**config.mk**
```make
export PLATFORM = sky130hd
export DESIGN_NAME = calendar_date_stepper_core
export DESIGN_NICKNAME = d
export VERILOG_FILES = /design/src/hdl/cds_pkg.sv /design/src/hdl/cds_ingress.sv /design/src/hdl/cds_step.sv /design/src/hdl/cds_result.sv /design/src/hdl/calendar_date_stepper_core.sv
export SDC_FILE = /design/constraint.sdc
export NUM_CORES = 1
export LEC_CHECK = 0
export ABC_AREA = 1
export ABC_CLOCK_PERIOD_IN_PS = 13400
export BUFFER_PORTS_ARGS = -buffer_cell sky130_fd_sc_hd__buf_4
export CAP_MARGIN = 20
export CORE_MARGIN = 1
export CORE_UTILIZATION = 47
export CTS_CLUSTER_SIZE = 40
export DETAILED_ROUTE_END_ITERATION = 12
export GPL_ROUTABILITY_DRIVEN = 0
export GPL_TIMING_DRIVEN = 0
export PLACE_DENSITY = 0.69
export SYNTH_ARGS = -nofsm -noshare
export SYNTH_HDL_FRONTEND = slang
export SYNTH_SLANG_ARGS = --single-unit
```
**constraint.sdc**
```tcl
create_clock -name clk_i -period 13.4 [get_ports clk_i]
set_input_delay 1.34 -clock clk_i [delete_from_list [all_inputs] [get_ports clk_i]]
set_output_delay 1.34 -clock clk_i [all_outputs]
set_load 0.03 [all_outputs]
```
**src/hdl/cds_pkg.sv**
```systemverilog
// ----------------------------------------------------------------------------
// cds_pkg
// Shared types, constants and calendar helper functions for the date stepper.
// ----------------------------------------------------------------------------
package cds_pkg;

  // Field widths
  localparam int unsigned YEAR_W  = 14;
  localparam int unsigned MONTH_W = 4;
  localparam int unsigned DAY_W   = 5;
  localparam int unsigned WDAY_W  = 3;
  localparam int unsigned CMD_W   = 3;
  localparam int unsigned YMOD_W  = 9;   // year modulo 400

  // Year range and reset date
  localparam logic [YEAR_W-1:0]  YEAR_MIN  = 14'd1;
  localparam logic [YEAR_W-1:0]  YEAR_MAX  = 14'd9999;
  localparam logic [YEAR_W-1:0]  YEAR_RST  = 14'd2000;
  localparam logic [YMOD_W-1:0]  YMOD_RST  = 9'd0;     // 2000 mod 400
  localparam logic [YMOD_W-1:0]  YMOD_TOP  = 9'd399;
  localparam logic [MONTH_W-1:0] MONTH_JAN = 4'd1;
  localparam logic [MONTH_W-1:0] MONTH_MAR = 4'd3;
  localparam logic [MONTH_W-1:0] MONTH_DEC = 4'd12;
  localparam logic [DAY_W-1:0]   DAY_FIRST = 5'd1;
  localparam logic [DAY_W-1:0]   DAY_DEC31 = 5'd31;

  // Command codes
  typedef enum logic [CMD_W-1:0] {
    CMD_LOAD       = 3'd0,
    CMD_NEXT_DAY   = 3'd1,
    CMD_PREV_DAY   = 3'd2,
    CMD_NEXT_MONTH = 3'd3,
    CMD_PREV_MONTH = 3'd4,
    CMD_NEXT_YEAR  = 3'd5,
    CMD_PREV_YEAR  = 3'd6
  } cmd_e;

  // Registered command, with the load date already checked
  typedef struct packed {
    logic [CMD_W-1:0]   cmd;
    logic [YEAR_W-1:0]  year;
    logic [MONTH_W-1:0] month;
    logic [DAY_W-1:0]   day;
    logic [YMOD_W-1:0]  ymod;
    logic               load_ok;
  } cmd_t;

  // Date after a step, with its year modulo 400 and the refusal flag
  typedef struct packed {
    logic [YEAR_W-1:0]  year;
    logic [MONTH_W-1:0] month;
    logic [DAY_W-1:0]   day;
    logic [YMOD_W-1:0]  ymod;
    logic               err;
  } date_t;

  // Leap year from the year modulo 400 (4/100/400 rule)
  function automatic logic leap_of(input logic [YMOD_W-1:0] r);
    return (r[1:0] == 2'd0) && (r != 9'd100) && (r != 9'd200) && (r != 9'd300);
  endfunction

  function automatic logic [YMOD_W-1:0] ymod_inc(input logic [YMOD_W-1:0] r);
    return (r == YMOD_TOP) ? '0 : r + 9'd1;
  endfunction

  function automatic logic [YMOD_W-1:0] ymod_dec(input logic [YMOD_W-1:0] r);
    return (r == '0) ? YMOD_TOP : r - 9'd1;
  endfunction

  // Month length; zero for a month code outside 1..12
  function automatic logic [DAY_W-1:0] month_days(input logic leap,
                                                  input logic [MONTH_W-1:0] m);
    logic [DAY_W-1:0] len;
    unique case (m)
      4'd1, 4'd3, 4'd5, 4'd7, 4'd8, 4'd10, 4'd12: len = 5'd31;
      4'd4, 4'd6, 4'd9, 4'd11:                    len = 5'd30;
      4'd2:                                       len = leap ? 5'd29 : 5'd28;
      default:                                    len = 5'd0;
    endcase
    return len;
  endfunction

  // Month offset of the weekday formula
  function automatic logic [WDAY_W-1:0] sak_offset(input logic [MONTH_W-1:0] m);
    logic [WDAY_W-1:0] ofs;
    unique case (m)
      4'd1:    ofs = 3'd0;
      4'd2:    ofs = 3'd3;
      4'd3:    ofs = 3'd2;
      4'd4:    ofs = 3'd5;
      4'd5:    ofs = 3'd0;
      4'd6:    ofs = 3'd3;
      4'd7:    ofs = 3'd5;
      4'd8:    ofs = 3'd1;
      4'd9:    ofs = 3'd4;
      4'd10:   ofs = 3'd6;
      4'd11:   ofs = 3'd2;
      4'd12:   ofs = 3'd4;
      default: ofs = 3'd0;
    endcase
    return ofs;
  endfunction

  // Year modulo 400: quotient of (y >> 4) by 25 through a scaled reciprocal
  function automatic logic [YMOD_W-1:0] mod400(input logic [YEAR_W-1:0] y);
    logic [9:0]        x;
    logic [21:0]       prod;
    logic [5:0]        q;
    logic [YEAR_W-1:0] qx;
    x    = y[13:4];
    prod = 22'(x) * 22'd2622;
    q    = prod[21:16];
    qx   = (14'(q) << 8) + (14'(q) << 7) + (14'(q) << 4);
    return 9'(y - qx);
  endfunction

endpackage

```
**src/hdl/cds_ingress.sv**
```systemverilog
// ----------------------------------------------------------------------------
// cds_ingress
// Input register: captures a command and checks the load date on the way in.
// ----------------------------------------------------------------------------
module cds_ingress (
  input  logic                          clk_i,
  input  logic                          rst_ni,
  input  logic                          valid_i,
  output logic                          ready_o,
  input  logic [cds_pkg::CMD_W-1:0]     cmd_i,
  input  logic [cds_pkg::YEAR_W-1:0]    year_i,
  input  logic [cds_pkg::MONTH_W-1:0]   month_i,
  input  logic [cds_pkg::DAY_W-1:0]     day_i,
  output logic                          valid_o,
  input  logic                          ready_i,
  output cds_pkg::cmd_t                 cmd_o
);

  logic                         valid_q;
  cds_pkg::cmd_t                cmd_q, cmd_d;
  logic [cds_pkg::DAY_W-1:0]    load_len;

  assign ready_o = !valid_q || ready_i;
  assign valid_o = valid_q;
  assign cmd_o   = cmd_q;

  // Check the load date against its month length
  always_comb begin
    cmd_d.cmd   = cmd_i;
    cmd_d.year  = year_i;
    cmd_d.month = month_i;
    cmd_d.day   = day_i;
    cmd_d.ymod  = cds_pkg::mod400(year_i);
    load_len    = cds_pkg::month_days(cds_pkg::leap_of(cmd_d.ymod), month_i);
    cmd_d.load_ok = (year_i >= cds_pkg::YEAR_MIN) && (year_i <= cds_pkg::YEAR_MAX) &&
                    (load_len != '0) && (day_i != '0) && (day_i <= load_len);
  end

  // Hold the valid flag
  always_ff @(posedge clk_i or negedge rst_ni) begin
    if (!rst_ni) begin
      valid_q <= 1'b0;
    end else if (ready_o) begin
      valid_q <= valid_i;
    end
  end

  // Capture the command on a transfer
  always_ff @(posedge clk_i) begin
    if (valid_i && ready_o) begin
      cmd_q <= cmd_d;
    end
  end

endmodule

```
**src/hdl/cds_step.sv**
```systemverilog
// ----------------------------------------------------------------------------
// cds_step
// Date register and the update for every command.
// ----------------------------------------------------------------------------
module cds_step (
  input  logic          clk_i,
  input  logic          rst_ni,
  input  logic          valid_i,
  output logic          ready_o,
  input  cds_pkg::cmd_t cmd_i,
  output logic          valid_o,
  input  logic          ready_i,
  output cds_pkg::date_t date_o
);

  logic                          valid_q;
  logic [cds_pkg::YEAR_W-1:0]    year_q, year_d;
  logic [cds_pkg::MONTH_W-1:0]   month_q, month_d;
  logic [cds_pkg::DAY_W-1:0]     day_q, day_d;
  logic [cds_pkg::YMOD_W-1:0]    ymod_q, ymod_d;
  logic                          err_q, err_d;
  logic                          leap_cur, leap_nxt, leap_prv;
  logic [cds_pkg::DAY_W-1:0]     old_len, new_len;
  logic                          move;
  logic                          tgt_leap;
  logic [cds_pkg::MONTH_W-1:0]   tgt_month;
  logic                          step;

  assign ready_o = !valid_q || ready_i;
  assign step    = valid_i && ready_o;
  assign valid_o = valid_q;
  assign date_o  = '{year: year_q, month: month_q, day: day_q, ymod: ymod_q, err: err_q};

  // Work out the next date
  always_comb begin
    leap_cur  = cds_pkg::leap_of(ymod_q);
    leap_nxt  = cds_pkg::leap_of(cds_pkg::ymod_inc(ymod_q));
    leap_prv  = cds_pkg::leap_of(cds_pkg::ymod_dec(ymod_q));
    old_len   = cds_pkg::month_days(leap_cur, month_q);
    year_d    = year_q;
    month_d   = month_q;
    day_d     = day_q;
    ymod_d    = ymod_q;
    err_d     = 1'b0;
    move      = 1'b0;
    tgt_leap  = leap_cur;
    tgt_month = month_q;

    unique case (cmd_i.cmd)
      cds_pkg::CMD_LOAD: begin
        if (cmd_i.load_ok) begin
          year_d  = cmd_i.year;
          month_d = cmd_i.month;
          day_d   = cmd_i.day;
          ymod_d  = cmd_i.ymod;
        end else begin
          err_d = 1'b1;
        end
      end
      cds_pkg::CMD_NEXT_DAY: begin
        priority if (day_q < old_len) begin
          day_d = day_q + 5'd1;
        end else if (month_q < cds_pkg::MONTH_DEC) begin
          month_d = month_q + 4'd1;
          day_d   = cds_pkg::DAY_FIRST;
        end else if (year_q < cds_pkg::YEAR_MAX) begin
          year_d  = year_q + 14'd1;
          ymod_d  = cds_pkg::ymod_inc(ymod_q);
          month_d = cds_pkg::MONTH_JAN;
          day_d   = cds_pkg::DAY_FIRST;
        end else begin
          err_d = 1'b1;
        end
      end
      cds_pkg::CMD_PREV_DAY: begin
        priority if (day_q > cds_pkg::DAY_FIRST) begin
          day_d = day_q - 5'd1;
        end else if (month_q > cds_pkg::MONTH_JAN) begin
          month_d = month_q - 4'd1;
          day_d   = cds_pkg::month_days(leap_cur, month_q - 4'd1);
        end else if (year_q > cds_pkg::YEAR_MIN) begin
          year_d  = year_q - 14'd1;
          ymod_d  = cds_pkg::ymod_dec(ymod_q);
          month_d = cds_pkg::MONTH_DEC;
          day_d   = cds_pkg::DAY_DEC31;
        end else begin
          err_d = 1'b1;
        end
      end
      cds_pkg::CMD_NEXT_MONTH: begin
        priority if (month_q < cds_pkg::MONTH_DEC) begin
          move      = 1'b1;
          tgt_month = month_q + 4'd1;
        end else if (year_q < cds_pkg::YEAR_MAX) begin
          move      = 1'b1;
          year_d    = year_q + 14'd1;
          ymod_d    = cds_pkg::ymod_inc(ymod_q);
          tgt_leap  = leap_nxt;
          tgt_month = cds_pkg::MONTH_JAN;
        end else begin
          err_d = 1'b1;
        end
      end
      cds_pkg::CMD_PREV_MONTH: begin
        priority if (month_q > cds_pkg::MONTH_JAN) begin
          move      = 1'b1;
          tgt_month = month_q - 4'd1;
        end else if (year_q > cds_pkg::YEAR_MIN) begin
          move      = 1'b1;
          year_d    = year_q - 14'd1;
          ymod_d    = cds_pkg::ymod_dec(ymod_q);
          tgt_leap  = leap_prv;
          tgt_month = cds_pkg::MONTH_DEC;
        end else begin
          err_d = 1'b1;
        end
      end
      cds_pkg::CMD_NEXT_YEAR: begin
        if (year_q < cds_pkg::YEAR_MAX) begin
          move     = 1'b1;
          year_d   = year_q + 14'd1;
          ymod_d   = cds_pkg::ymod_inc(ymod_q);
          tgt_leap = leap_nxt;
        end else begin
          err_d = 1'b1;
        end
      end
      cds_pkg::CMD_PREV_YEAR: begin
        if (year_q > cds_pkg::YEAR_MIN) begin
          move     = 1'b1;
          year_d   = year_q - 14'd1;
          ymod_d   = cds_pkg::ymod_dec(ymod_q);
          tgt_leap = leap_prv;
        end else begin
          err_d = 1'b1;
        end
      end
      default: begin
        err_d = 1'b1;
      end
    endcase

    // Keep end of month, otherwise clamp to the new month's length
    new_len = cds_pkg::month_days(tgt_leap, tgt_month);
    if (move) begin
      month_d = tgt_month;
      day_d   = ((day_q == old_len) || (day_q > new_len)) ? new_len : day_q;
    end
  end

  // Hold the date and the result valid flag
  always_ff @(posedge clk_i or negedge rst_ni) begin
    if (!rst_ni) begin
      valid_q <= 1'b0;
      year_q  <= cds_pkg::YEAR_RST;
      month_q <= cds_pkg::MONTH_JAN;
      day_q   <= cds_pkg::DAY_FIRST;
      ymod_q  <= cds_pkg::YMOD_RST;
    end else begin
      if (ready_o) begin
        valid_q <= valid_i;
      end
      if (step) begin
        year_q  <= year_d;
        month_q <= month_d;
        day_q   <= day_d;
        ymod_q  <= ymod_d;
      end
    end
  end

  // Capture the refusal flag with the step
  always_ff @(posedge clk_i) begin
    if (step) begin
      err_q <= err_d;
    end
  end

endmodule

```
**src/hdl/cds_result.sv**
```systemverilog
// ----------------------------------------------------------------------------
// cds_result
// Output register: adds weekday and leap flag to the stepped date.
// ----------------------------------------------------------------------------
module cds_result (
  input  logic                          clk_i,
  input  logic                          rst_ni,
  input  logic                          valid_i,
  output logic                          ready_o,
  input  cds_pkg::date_t                date_i,
  output logic                          valid_o,
  input  logic                          ready_i,
  output logic [cds_pkg::YEAR_W-1:0]    year_o,
  output logic [cds_pkg::MONTH_W-1:0]   month_o,
  output logic [cds_pkg::DAY_W-1:0]     day_o,
  output logic [cds_pkg::WDAY_W-1:0]    weekday_o,
  output logic                          leap_o,
  output logic                          err_o
);

  logic                          valid_q;
  logic [cds_pkg::YEAR_W-1:0]    year_q;
  logic [cds_pkg::MONTH_W-1:0]   month_q;
  logic [cds_pkg::DAY_W-1:0]     day_q;
  logic [cds_pkg::WDAY_W-1:0]    wday_q, wday_d;
  logic                          leap_q;
  logic                          err_q;
  logic [cds_pkg::YMOD_W-1:0]    wy;
  logic [1:0]                    cent;
  logic [9:0]                    sum;
  logic [17:0]                   prod;
  logic [6:0]                    quo;

  assign ready_o   = !valid_q || ready_i;
  assign valid_o   = valid_q;
  assign year_o    = year_q;
  assign month_o   = month_q;
  assign day_o     = day_q;
  assign weekday_o = wday_q;
  assign leap_o    = leap_q;
  assign err_o     = err_q;

  // Weekday from the year modulo 400; whole 400-year cycles add a multiple of 7
  always_comb begin
    wy   = (date_i.month < cds_pkg::MONTH_MAR) ? cds_pkg::ymod_dec(date_i.ymod)
                                               : date_i.ymod;
    cent = {1'b0, wy >= 9'd100} + {1'b0, wy >= 9'd200} + {1'b0, wy >= 9'd300};
    sum  = 10'(wy) + 10'(wy[8:2]) - 10'(cent) +
           10'(cds_pkg::sak_offset(date_i.month)) + 10'(date_i.day);
    prod = 18'(sum) * 18'd293;
    quo  = prod[17:11];
    wday_d = 3'(sum - ((10'(quo) << 3) - 10'(quo)));
  end

  // Hold the valid flag
  always_ff @(posedge clk_i or negedge rst_ni) begin
    if (!rst_ni) begin
      valid_q <= 1'b0;
    end else if (ready_o) begin
      valid_q <= valid_i;
    end
  end

  // Capture the result on a transfer from the step stage
  always_ff @(posedge clk_i) begin
    if (valid_i && ready_o) begin
      year_q  <= date_i.year;
      month_q <= date_i.month;
      day_q   <= date_i.day;
      wday_q  <= wday_d;
      leap_q  <= cds_pkg::leap_of(date_i.ymod);
      err_q   <= date_i.err;
    end
  end

endmodule

```
**src/hdl/calendar_date_stepper_core.sv**
```systemverilog
// ----------------------------------------------------------------------------
// calendar_date_stepper_core
// Gregorian date register (years 1..9999) stepped by one command per transfer.
// ----------------------------------------------------------------------------
// Slave stream: one command per transfer; tuser carries the command code
// (load, next/previous day, month or year), tdata the date used by a load.
// Master stream: one result per command: the date after the step, its day of
// week (0 Sunday), the leap-year flag and an error flag. A refused command
// (bad load date, a step past 0001-01-01 or 9999-12-31, unused code) leaves
// the date unchanged and sets the error flag.
// Three register stages: input register, date update, output register. A
// result reaches the master side through the input register, the date
// register and the output register in that order. One command is taken
// every cycle while the receiver accepts results; the date register is read
// and written in the same cycle, so each command sees the one before it.
// Reset sets the date to 2000-01-01 and empties all stages.
// When the receiver stalls, the output register holds its result; stages
// behind it keep filling until each holds a command, then tready drops.
// ----------------------------------------------------------------------------
module calendar_date_stepper_core (
  input  logic        clk_i,
  input  logic        rst_ni,
  input  logic        s_axis_tvalid,
  output logic        s_axis_tready,
  // [13:0] load_year, [17:14] load_month, [22:18] load_day, [23] zero
  input  logic [23:0] s_axis_tdata,
  // [2:0] cmd
  input  logic [2:0]  s_axis_tuser,
  output logic        m_axis_tvalid,
  input  logic        m_axis_tready,
  // [13:0] date_year, [17:14] date_month, [22:18] date_day, [25:23] weekday,
  // [26] leap_flag, [27] error_flag, [31:28] zero
  output logic [31:0] m_axis_tdata
);

  logic                          a_valid, a_ready;
  cds_pkg::cmd_t                 a_cmd;
  logic                          b_valid, b_ready;
  cds_pkg::date_t                b_date;
  logic [cds_pkg::YEAR_W-1:0]    r_year;
  logic [cds_pkg::MONTH_W-1:0]   r_month;
  logic [cds_pkg::DAY_W-1:0]     r_day;
  logic [cds_pkg::WDAY_W-1:0]    r_wday;
  logic                          r_leap, r_err;

  // Input register
  cds_ingress u_ingress (
    .clk_i   (clk_i),
    .rst_ni  (rst_ni),
    .valid_i (s_axis_tvalid),
    .ready_o (s_axis_tready),
    .cmd_i   (s_axis_tuser),
    .year_i  (s_axis_tdata[13:0]),
    .month_i (s_axis_tdata[17:14]),
    .day_i   (s_axis_tdata[22:18]),
    .valid_o (a_valid),
    .ready_i (a_ready),
    .cmd_o   (a_cmd)
  );

  // Date update
  cds_step u_step (
    .clk_i   (clk_i),
    .rst_ni  (rst_ni),
    .valid_i (a_valid),
    .ready_o (a_ready),
    .cmd_i   (a_cmd),
    .valid_o (b_valid),
    .ready_i (b_ready),
    .date_o  (b_date)
  );

  // Output register
  cds_result u_result (
    .clk_i     (clk_i),
    .rst_ni    (rst_ni),
    .valid_i   (b_valid),
    .ready_o   (b_ready),
    .date_i    (b_date),
    .valid_o   (m_axis_tvalid),
    .ready_i   (m_axis_tready),
    .year_o    (r_year),
    .month_o   (r_month),
    .day_o     (r_day),
    .weekday_o (r_wday),
    .leap_o    (r_leap),
    .err_o     (r_err)
  );

  // Pack the result
  assign m_axis_tdata = {4'b0000, r_err, r_leap, r_wday, r_day, r_month, r_year};

  // The stepped month is always in 1..12 and the stepped day is never zero
  a_month_range : assert property (@(posedge clk_i) disable iff (!rst_ni)
    b_valid |-> (b_date.month >= cds_pkg::MONTH_JAN) &&
                (b_date.month <= cds_pkg::MONTH_DEC) && (b_date.day != '0))
    else $error("stepped month or day out of range");

  // Year stays in range and its modulo-400 tag stays within 0..399
  a_year_range : assert property (@(posedge clk_i) disable iff (!rst_ni)
    b_valid |-> (b_date.year >= cds_pkg::YEAR_MIN) &&
                (b_date.year <= cds_pkg::YEAR_MAX) &&
                (b_date.ymod <= cds_pkg::YMOD_TOP))
    else $error("stepped year out of range");

  // A result only appears after the step stage held one
  a_out_source : assert property (@(posedge clk_i) disable iff (!rst_ni)
    $rose(m_axis_tvalid) |-> $past(b_valid))
    else $error("result without a stepped date");

endmodule
```
==> results.cfg, run 1 <==
[timing]
hold_viol = 0
drv_slew = 0
finalCritPeriodShare_pct = 75.7
tightest_slew_ns = 0.731
rsz0062_at_grt = false
maxSlewHeadroom_pct = 50.8
fmax_mhz = 98.5
fin_crit_ns = 10.15
skew_ns = 0.0121
finalSetupViolations = 0
fin_setup_tns_ns = 0
setup_ws_ns = 3.25

[logic_synthesis]
netlist_top_cells_area = ha_1, edfxtp_1, inv_1, nand2_1, fa_1
synth_top_family_by_area = adder cells
ys_ff_latch = 96
synth-adder-area-share_pct = 28.1
yosysMostFrequentCell = inv_1
async_flop_share_pct = 36.5
syn_inst = 1389
seq_area_frac_synth_pct = 24.9
synth_xor_area_share_pct = 2.41
synth_compound_area_share_pct = 13.3
synth_edf_count = 61
synth_cell_types = 58
synth-warning-count = 0
synth_area_um2 = 10900
synthMuxAreaShare_pct = 0
synthTopCellsByCount = inv_1, nand2_1, ha_1
synth_simple_gate_area_share_pct = 20.9
ys.flop_type = edfxtp_1
syn_avg_cell_area_um2 = 7.84
synth_top_cell_by_area = ha_1
synth_top_area_share_pct = 20.0

[drt]
wl_per_cell_um = 14.7
wl_mm = 25.7
routed_via_density = 5.44
first_pass_iters = 6
drtIter0Drc = 738
remaining_drc_errors = 0
dr_total_vias = 9541
ant_nets = 0

[layout]
fillers = 2181
syn_to_final_growth_pct = 11.0
drive_above_1_share_pct = 10.3
multiInputGateArea_um2 = 7070
n_antenna_cell = 0
stdcell_area_um2 = 12100
final_nets = 1713
finalNonFillerCells = 1754
ff_latch_area_um2 = 2720

[global_route]
grt_first_pass_wirelength_mm = 42.4
grt_pass1_vias = 8945
grt_max_degree = 36
track_usage_pct = 22.3
overflow = 0
antenna_found_initial = 0

[clocking]
cts_buffers = 9
cts_tree = built
ctsHoldBuffers = 0
cts_buffer_depth = 2
clock_latency_ns = 0.35
cts.sinks = 96
post_cts_resized = 0
post-cts-setup-buffers = 0
htreeDepth = 3
clkTransAtPathRegs_ns = 0.08
cts_root_buf = clkbuf_16

[worst_setup_path]
required_ns = 13.51
slowest_stage = fa_1
cp_num_buf_inv = 9
arrival_ns = 10.26
cpPeakStageDelay_ns = 0.55
critPathTopFamily = adder cells
crit_type = reg -> reg
cp-end-kind = flop
cp-start-kind = flop
cp_max_fo = 10

[placement]
placed_cell_area_um2 = 11800
place_ws_ns = 3.28
io_buffers = 59
hpwl_mm = 20.7
dp_cells = 1738

[floorplan]
num_rows = 55
io_pins = 65
start_util_pct = 48.0
core_um2 = 22700
die_w_um = 154
die_area_um2 = 23800
die_h_um = 154

[run]
maxCapViolCount = 0

[run_status]
outcome = completed

[hold_path]
hold_class = reg -> reg
## cells in the final DEF (no fill, tap or decap), types with 12 or more instances in the layout
cell,instances
a21oi_1,72
buf_4,65
dfrtp_1,27
edfxtp_1,61
fa_1,44
ha_1,174
inv_1,251
nand2_1,239
nand3_1,79
nand4_1,26
nor2_1,120
nor3_1,12
o211ai_1,14
o21ai_0,75
xor2_1,24
## stage by stage
step	hold slack (ns)	util (%)
2_1_floorplan	0.400	-
3_3_place_gp	0.425	51.5
3_5_place_dp	0.426	51.8
4_1_cts	0.443	53.2
5_1_grt	0.445	53.2
6_report	0.441	53.2
## cell families after synthesis
logic type | after synthesis
simple gates | 515
fa+ha+maj | 218
buf+inv | 289
compound gates | 240
xor+xnor | 30
flops | 96
other cells | 1
## final timing paths
check                                   endpoint             start  slack (ns)  cells past startpoint
min in group asynchronous        u_step.day_q[3]            rst_ni        0.95                      1
min reg2reg                       u_result.err_o      u_step.err_q        0.44                      0
max in group asynchronous      u_step.year_q[10]            rst_ni       12.06                      1
max                        u_result.weekday_o[2]  u_step.ymod_q[0]        3.25                     45
max reg2reg                u_result.weekday_o[2]  u_step.ymod_q[0]        3.25                     45
min                               u_result.err_o      u_step.err_q        0.44                      0
## registers in the layout (all words and copies together) (netlist names), 3 cells and up
signal	flops
u_ingress.cmd_o	32
u_result.day_o	5
u_result.month_o	4
u_result.weekday_o	3
u_result.year_o	14
u_step.day_q	5
u_step.month_q	4
u_step.year_q	14
u_step.ymod_q	9
## routing by layer
layer  part of all wire [%]  routed length, µm  vias to the layer above  GRT usage, %
li1                       -                  -                     4770             -
met1                     44              11300                     4467          28.8
met2                     49              12500                      251          38.1
met3                    4.2               1080                       53          2.91
met4                    3.0                768                        0          8.43
met5                      0                  0                        -             0
## area by class of cell
type | instances | share of cell area (%)
plain buffers | 22 | 0.973
repair buffers | 61 | 4.06
multi-input cells | 1007 | 58.4
clock inverters | 7 | 0.838
clock buffers | 9 | 1.86
inverters | 267 | 8.39
well taps | 285 | 2.95
flip-flops and latches | 96 | 22.5
Power of run 1 is left out: the tool's default activity adds up to more than one toggle a clock period on the data nets, which glitch-free logic cannot reach.
==> inputs of run 2 (changes only) <==
--- a/config.mk
+++ b/config.mk
@@ -6,7 +6,7 @@
 export NUM_CORES = 1
 export LEC_CHECK = 0
 export ABC_AREA = 1
-export ABC_CLOCK_PERIOD_IN_PS = 13400
+export ABC_CLOCK_PERIOD_IN_PS = 8860
 export BUFFER_PORTS_ARGS = -buffer_cell sky130_fd_sc_hd__buf_4
 export CAP_MARGIN = 20
 export CORE_MARGIN = 1
@@ -15,7 +15,7 @@
 export DETAILED_ROUTE_END_ITERATION = 12
 export GPL_ROUTABILITY_DRIVEN = 0
 export GPL_TIMING_DRIVEN = 0
-export PLACE_DENSITY = 0.69
+export PLACE_DENSITY = 0.72
 export SYNTH_ARGS = -nofsm -noshare
 export SYNTH_HDL_FRONTEND = slang
 export SYNTH_SLANG_ARGS = --single-unit
==> constraint.sdc (replaced) <==
create_clock -name clk_i -period 8.86 [get_ports clk_i]
set_input_delay 0.886 -clock clk_i [delete_from_list [all_inputs] [get_ports clk_i]]
set_output_delay 0.886 -clock clk_i [all_outputs]
set_load 0.03 [all_outputs]
==> results.cfg, run 2 (same netlist as run 1, synthesis figures left out) <==
[worst_setup_path]
crit_end = u_result.weekday_o[2]
ff2ff_path_depth = 46
crit_type = reg -> reg
path_depth = 46
cp_num_buf_inv = 9
rr_endpoint = u_result.weekday_o[2]
crit_start = u_step.ymod_q[1]
slowest_stage = fa_1
worstReg2RegStart = u_step.ymod_q[1]
cp_max_fo = 5
cpPeakStageDelay_ns = 0.56
required_ns = 8.98
critPathTopFamily = adder cells
cp-end-kind = flop
cp-start-kind = flop
arrival_ns = 8.75
r2r_setup_slack_ns = 0.23

[clocking]
cts.sinks = 96
cts_root_buf = clkbuf_16
ctsHoldBuffers = 0
cts_buffers = 9
htreeDepth = 3
cts_tree = built
clkTransAtPathRegs_ns = 0.08
cts_buffer_depth = 2
clock_latency_ns = 0.37

[drt]
wl_per_cell_um = 15.2
ant_nets = 0
routed_via_density = 5.50
wl_mm = 27.0
drtIter0Drc = 641
first_pass_iters = 6
dr_total_vias = 9798
remaining_drc_errors = 0

[timing]
finalSetupViolations = 0
drv_slew = 0
fin_crit_ns = 8.63
rsz0062_at_grt = true
maxSlewHeadroom_pct = 59.5
fmax_mhz = 116
skew_ns = 0.0145
hold_viol = 0
setup_ws_ns = 0.230
tightest_slew_ns = 0.607
finalCritPeriodShare_pct = 97.4

[run_status]
outcome = completed

[floorplan]
core_um2 = 22700
die_h_um = 154
start_util_pct = 48.0
num_rows = 55
io_pins = 65
die_area_um2 = 23800
die_w_um = 154

[global_route]
track_usage_pct = 23.2
grt_max_degree = 36
antenna_found_initial = 0
overflow = 0
grt_first_pass_wirelength_mm = 44.0
grt_pass1_vias = 9231

[hold_path]
hold_class = reg -> reg

[layout]
largest_register_ffs = 32
layout_common_cells = inv_1, nand2_1, ha_1
fillers = 2021
syn_to_final_growth_pct = 14.9
drive_above_1_share_pct = 15.7
final_nets = 1739
n_antenna_cell = 0
stdcell_area_um2 = 12500
layout_commonest_cell = inv_1

[placement]
hpwl_mm = 21.1
place_ws_ns = -0.976
io_buffers = 59
placed_cell_area_um2 = 11700

[run]
maxCapViolCount = 0
[run 2: cell count changes in the layout (fill, tap and decap cells not counted), moves of 5 or more]
cell     before  now
buf_4        65   92
inv_1       251  241
nor2_1      120  112
ha_1        174  167
inv_2         9   16
o21ai_0      75   68
dfrtp_1      27   21
dfrtp_2       0    6
o21ai_2       2    7
[run 2: worst reg2reg max path: cells and delay by family, from the launching register on]
family / cells / cell delay, ns
adders and majority gates: 13 / 4.46
AOI/OAI and AO/OA: 8 / 1.07
and+or+nand+nor: 11 / 0.99
xor gates and xnor gates: 5 / 0.84
buffers and inverters: 9 / 0.59
DFF: 1 / 0.46
[run 2: cell type report]
class	instances	area (µm²)	area share (%)
clock inverters	5	38.8	0.310
repair buffers	86	686	5.48
multi-input cells	1008	7300	58.3
clock buffers	11	233	1.86
inverters	267	1030	8.25
plain buffers	22	145	1.16
flip-flops and latches	96	2730	21.8
well taps	285	357	2.85
[run 2: worst min-delay path by stage]
stage,slack [ns],cells after the start,end,startpoint
after global routing,0.46,0,u_result.err_o,u_step.err_q
after detailed placement,0.43,0,u_result.err_o,u_step.err_q
final,0.45,0,u_result.err_o,u_step.err_q
after floorplan,0.40,0,u_result.err_o,u_step.err_q
after global placement,0.41,0,u_result.err_o,u_step.err_q
after CTS,0.45,0,u_result.err_o,u_step.err_q
[run 2: stage by stage]
| stage | setup TNS, ns | instances | hold slack, ns | utilization, % |
|---|---|---|---|---|
| after floorplan | 0 | 1392 | 0.400 | - |
| after global placement | -1.50 | 1736 | 0.414 | 51.5 |
| after detailed placement | -1.66 | 1737 | 0.434 | 51.7 |
| after CTS | 0 | 1770 | 0.451 | 54.2 |
| after global routing | -0.233 | 1780 | 0.462 | 55.1 |
| final | 0 | 1780 | 0.446 | 55.1 |
[run 2: what timing repair did]
action | in CTS | in global routing
resized for setup | 61 | 30
setup endpoints to repair | 3 | 2
gates cloned | 1 | 0
setup buffers | 16 | 9
pin swaps | 16 | 35
[run 2: layer usage]
layer,up-vias,track usage [%],part of all wire (%)
met5,-,0,0
met4,0,8.57,2.7
met3,56,3.22,5.7
met2,288,41.6,51
met1,4623,28.2,41
li1,4831,-,-
Power of run 2 is left out for the same reason.
==> inputs of run 3 (changes only) <==
--- a/config.mk
+++ b/config.mk
@@ -7,7 +7,7 @@
 export LEC_CHECK = 0
 export ABC_AREA = 1
 export ABC_CLOCK_PERIOD_IN_PS = 8860
-export BUFFER_PORTS_ARGS = -buffer_cell sky130_fd_sc_hd__buf_4
+export BUFFER_PORTS_ARGS = -buffer_cell sky130_fd_sc_hd__buf_2
 export CAP_MARGIN = 20
 export CORE_MARGIN = 1
 export CORE_UTILIZATION = 47
==> results.cfg, run 3 (same netlist as run 1, synthesis figures left out) <==
[run_status]
outcome = completed

[placement]
hpwl_mm = 21.3
io_buffers = 59
placed_cell_area_um2 = 11600
place_ws_ns = -1.10

[drt]
first_pass_iters = 5
wl_mm = 31.7
remaining_drc_errors = 0
dr_total_vias = 10500
drtIter0Drc = 966
wl_per_cell_um = 17.2
routed_via_density = 5.69
ant_nets = 0

[worst_setup_path]
cp_max_fo = 4
cp-start-kind = flop
critPathTopFamily = adder cells
required_ns = 8.97
ff2ff_path_depth = 47
path_depth = 47
cp-end-kind = flop
slowest_stage = fa_1
cpPeakStageDelay_ns = 0.56
crit_type = reg -> reg
arrival_ns = 8.88
cp_num_buf_inv = 11

[layout]
stdcell_area_um2 = 13000
fin_util_pct = 57.4
drive_above_1_share_pct = 20.3
n_antenna_cell = 0
layout_common_cells = inv_1, nand2_1, ha_1
syn_to_final_growth_pct = 19.6
largest_register_ffs = 32
final_nets = 1804
layout_commonest_cell = inv_1

[clocking]
ctsHoldBuffers = 0
cts_tree = built
cts.sinks = 96
clkTransAtPathRegs_ns = 0.08
clock_latency_ns = 0.37
cts_root_buf = clkbuf_16
cts_buffers = 9
cts_buffer_depth = 2
htreeDepth = 3

[global_route]
grt_pass1_vias = 9799
grt_max_degree = 36
antenna_found_initial = 1
overflow = 0
track_usage_pct = 26.0
grt_first_pass_wirelength_mm = 48.6

[floorplan]
die_h_um = 154
start_util_pct = 48.0
die_area_um2 = 23800
io_pins = 65
die_w_um = 154
core_um2 = 22700
num_rows = 55

[timing]
rsz0062_at_grt = true
setup_ws_ns = 0.0909
hold_viol = 0
drv_slew = 0
maxSlewHeadroom_pct = 38.8
tightest_slew_ns = 0.918
fin_crit_ns = 8.77
fmax_mhz = 114
skew_ns = 0.0141
finalSetupViolations = 0
finalCritPeriodShare_pct = 99.0
fin_setup_tns_ns = 0

[run]
maxCapViolCount = 0

[hold_path]
hold_class = reg -> reg
min_path_cells = 0
-- run 3: cell types whose count changed in the layout (fill, tap and decap cells not counted), sizes merged --
cell and change:
clkinv +2, buf +65, o21ai +1, clkbuf -1, inv -1, nand2 -1
-- run 3: worst paths after layout --
kind / start / to / slack [ns]
worst max-delay path: u_step.ymod_q[1] / u_result.weekday_o[2] / 0.09
worst max register to register: u_step.ymod_q[1] / u_result.weekday_o[2] / 0.09
max in group asynchronous: rst_ni / u_step.ymod_q[8] / 7.57
min in group asynchronous: rst_ni / u_step.month_q[1] / 0.65
worst min-delay path: u_step.err_q / u_result.err_o / 0.47
worst min register to register: u_step.err_q / u_result.err_o / 0.47
-- run 3: layout make-up --
class	count	area, µm²
clock inverters	6	42.5
fillers	1953	9680
flip-flops and latches	96	2730
inverters	267	1030
repair buffers	151	1030
well taps	285	357
clock buffers	10	239
plain buffers	22	151
multi-input cells	1008	7450
-- run 3: repair_timing --
action                                  4_1_cts  5_1_grt
buffers inserted                             72       26
pin swaps                                    24       51
endpoints found under the setup margin        3        8
gates cloned                                  0        1
endpoints found under the hold margin         0        0
resized for setup                            67       54
-- run 3: per-layer routing --
layer / vias to the layer above / global-route usage (%) / share of wire (%)
li1: 4946 / - / -
met1: 4854 / 31.6 / 39
met2: 545 / 44.7 / 48
met3: 152 / 4.60 / 8.0
met4: 0 / 12.4 / 5.4
met5: - / 0 / 0
-- run 3: through the flow --
step                hold WS (ns)  std cells
detailed placement         0.447       1738
global placement           0.414       1736
finish                     0.472       1845
CTS                        0.463       1826
floorplan                  0.400       1392
global route               0.480       1845
-- run 3: worst reg2reg max path, delay by kind of cell (launching register included) --
kind                       cells  cell delay (ns)
DFF                            1             0.44
AOI/OAI and AO/OA              8             0.98
buffers and inverters         11             0.99
and+or+nand+nor               11             1.08
xor gates and xnor gates       5             0.85
adders and majority gates     12             4.17
Power of run 3 is left out for the same reason.
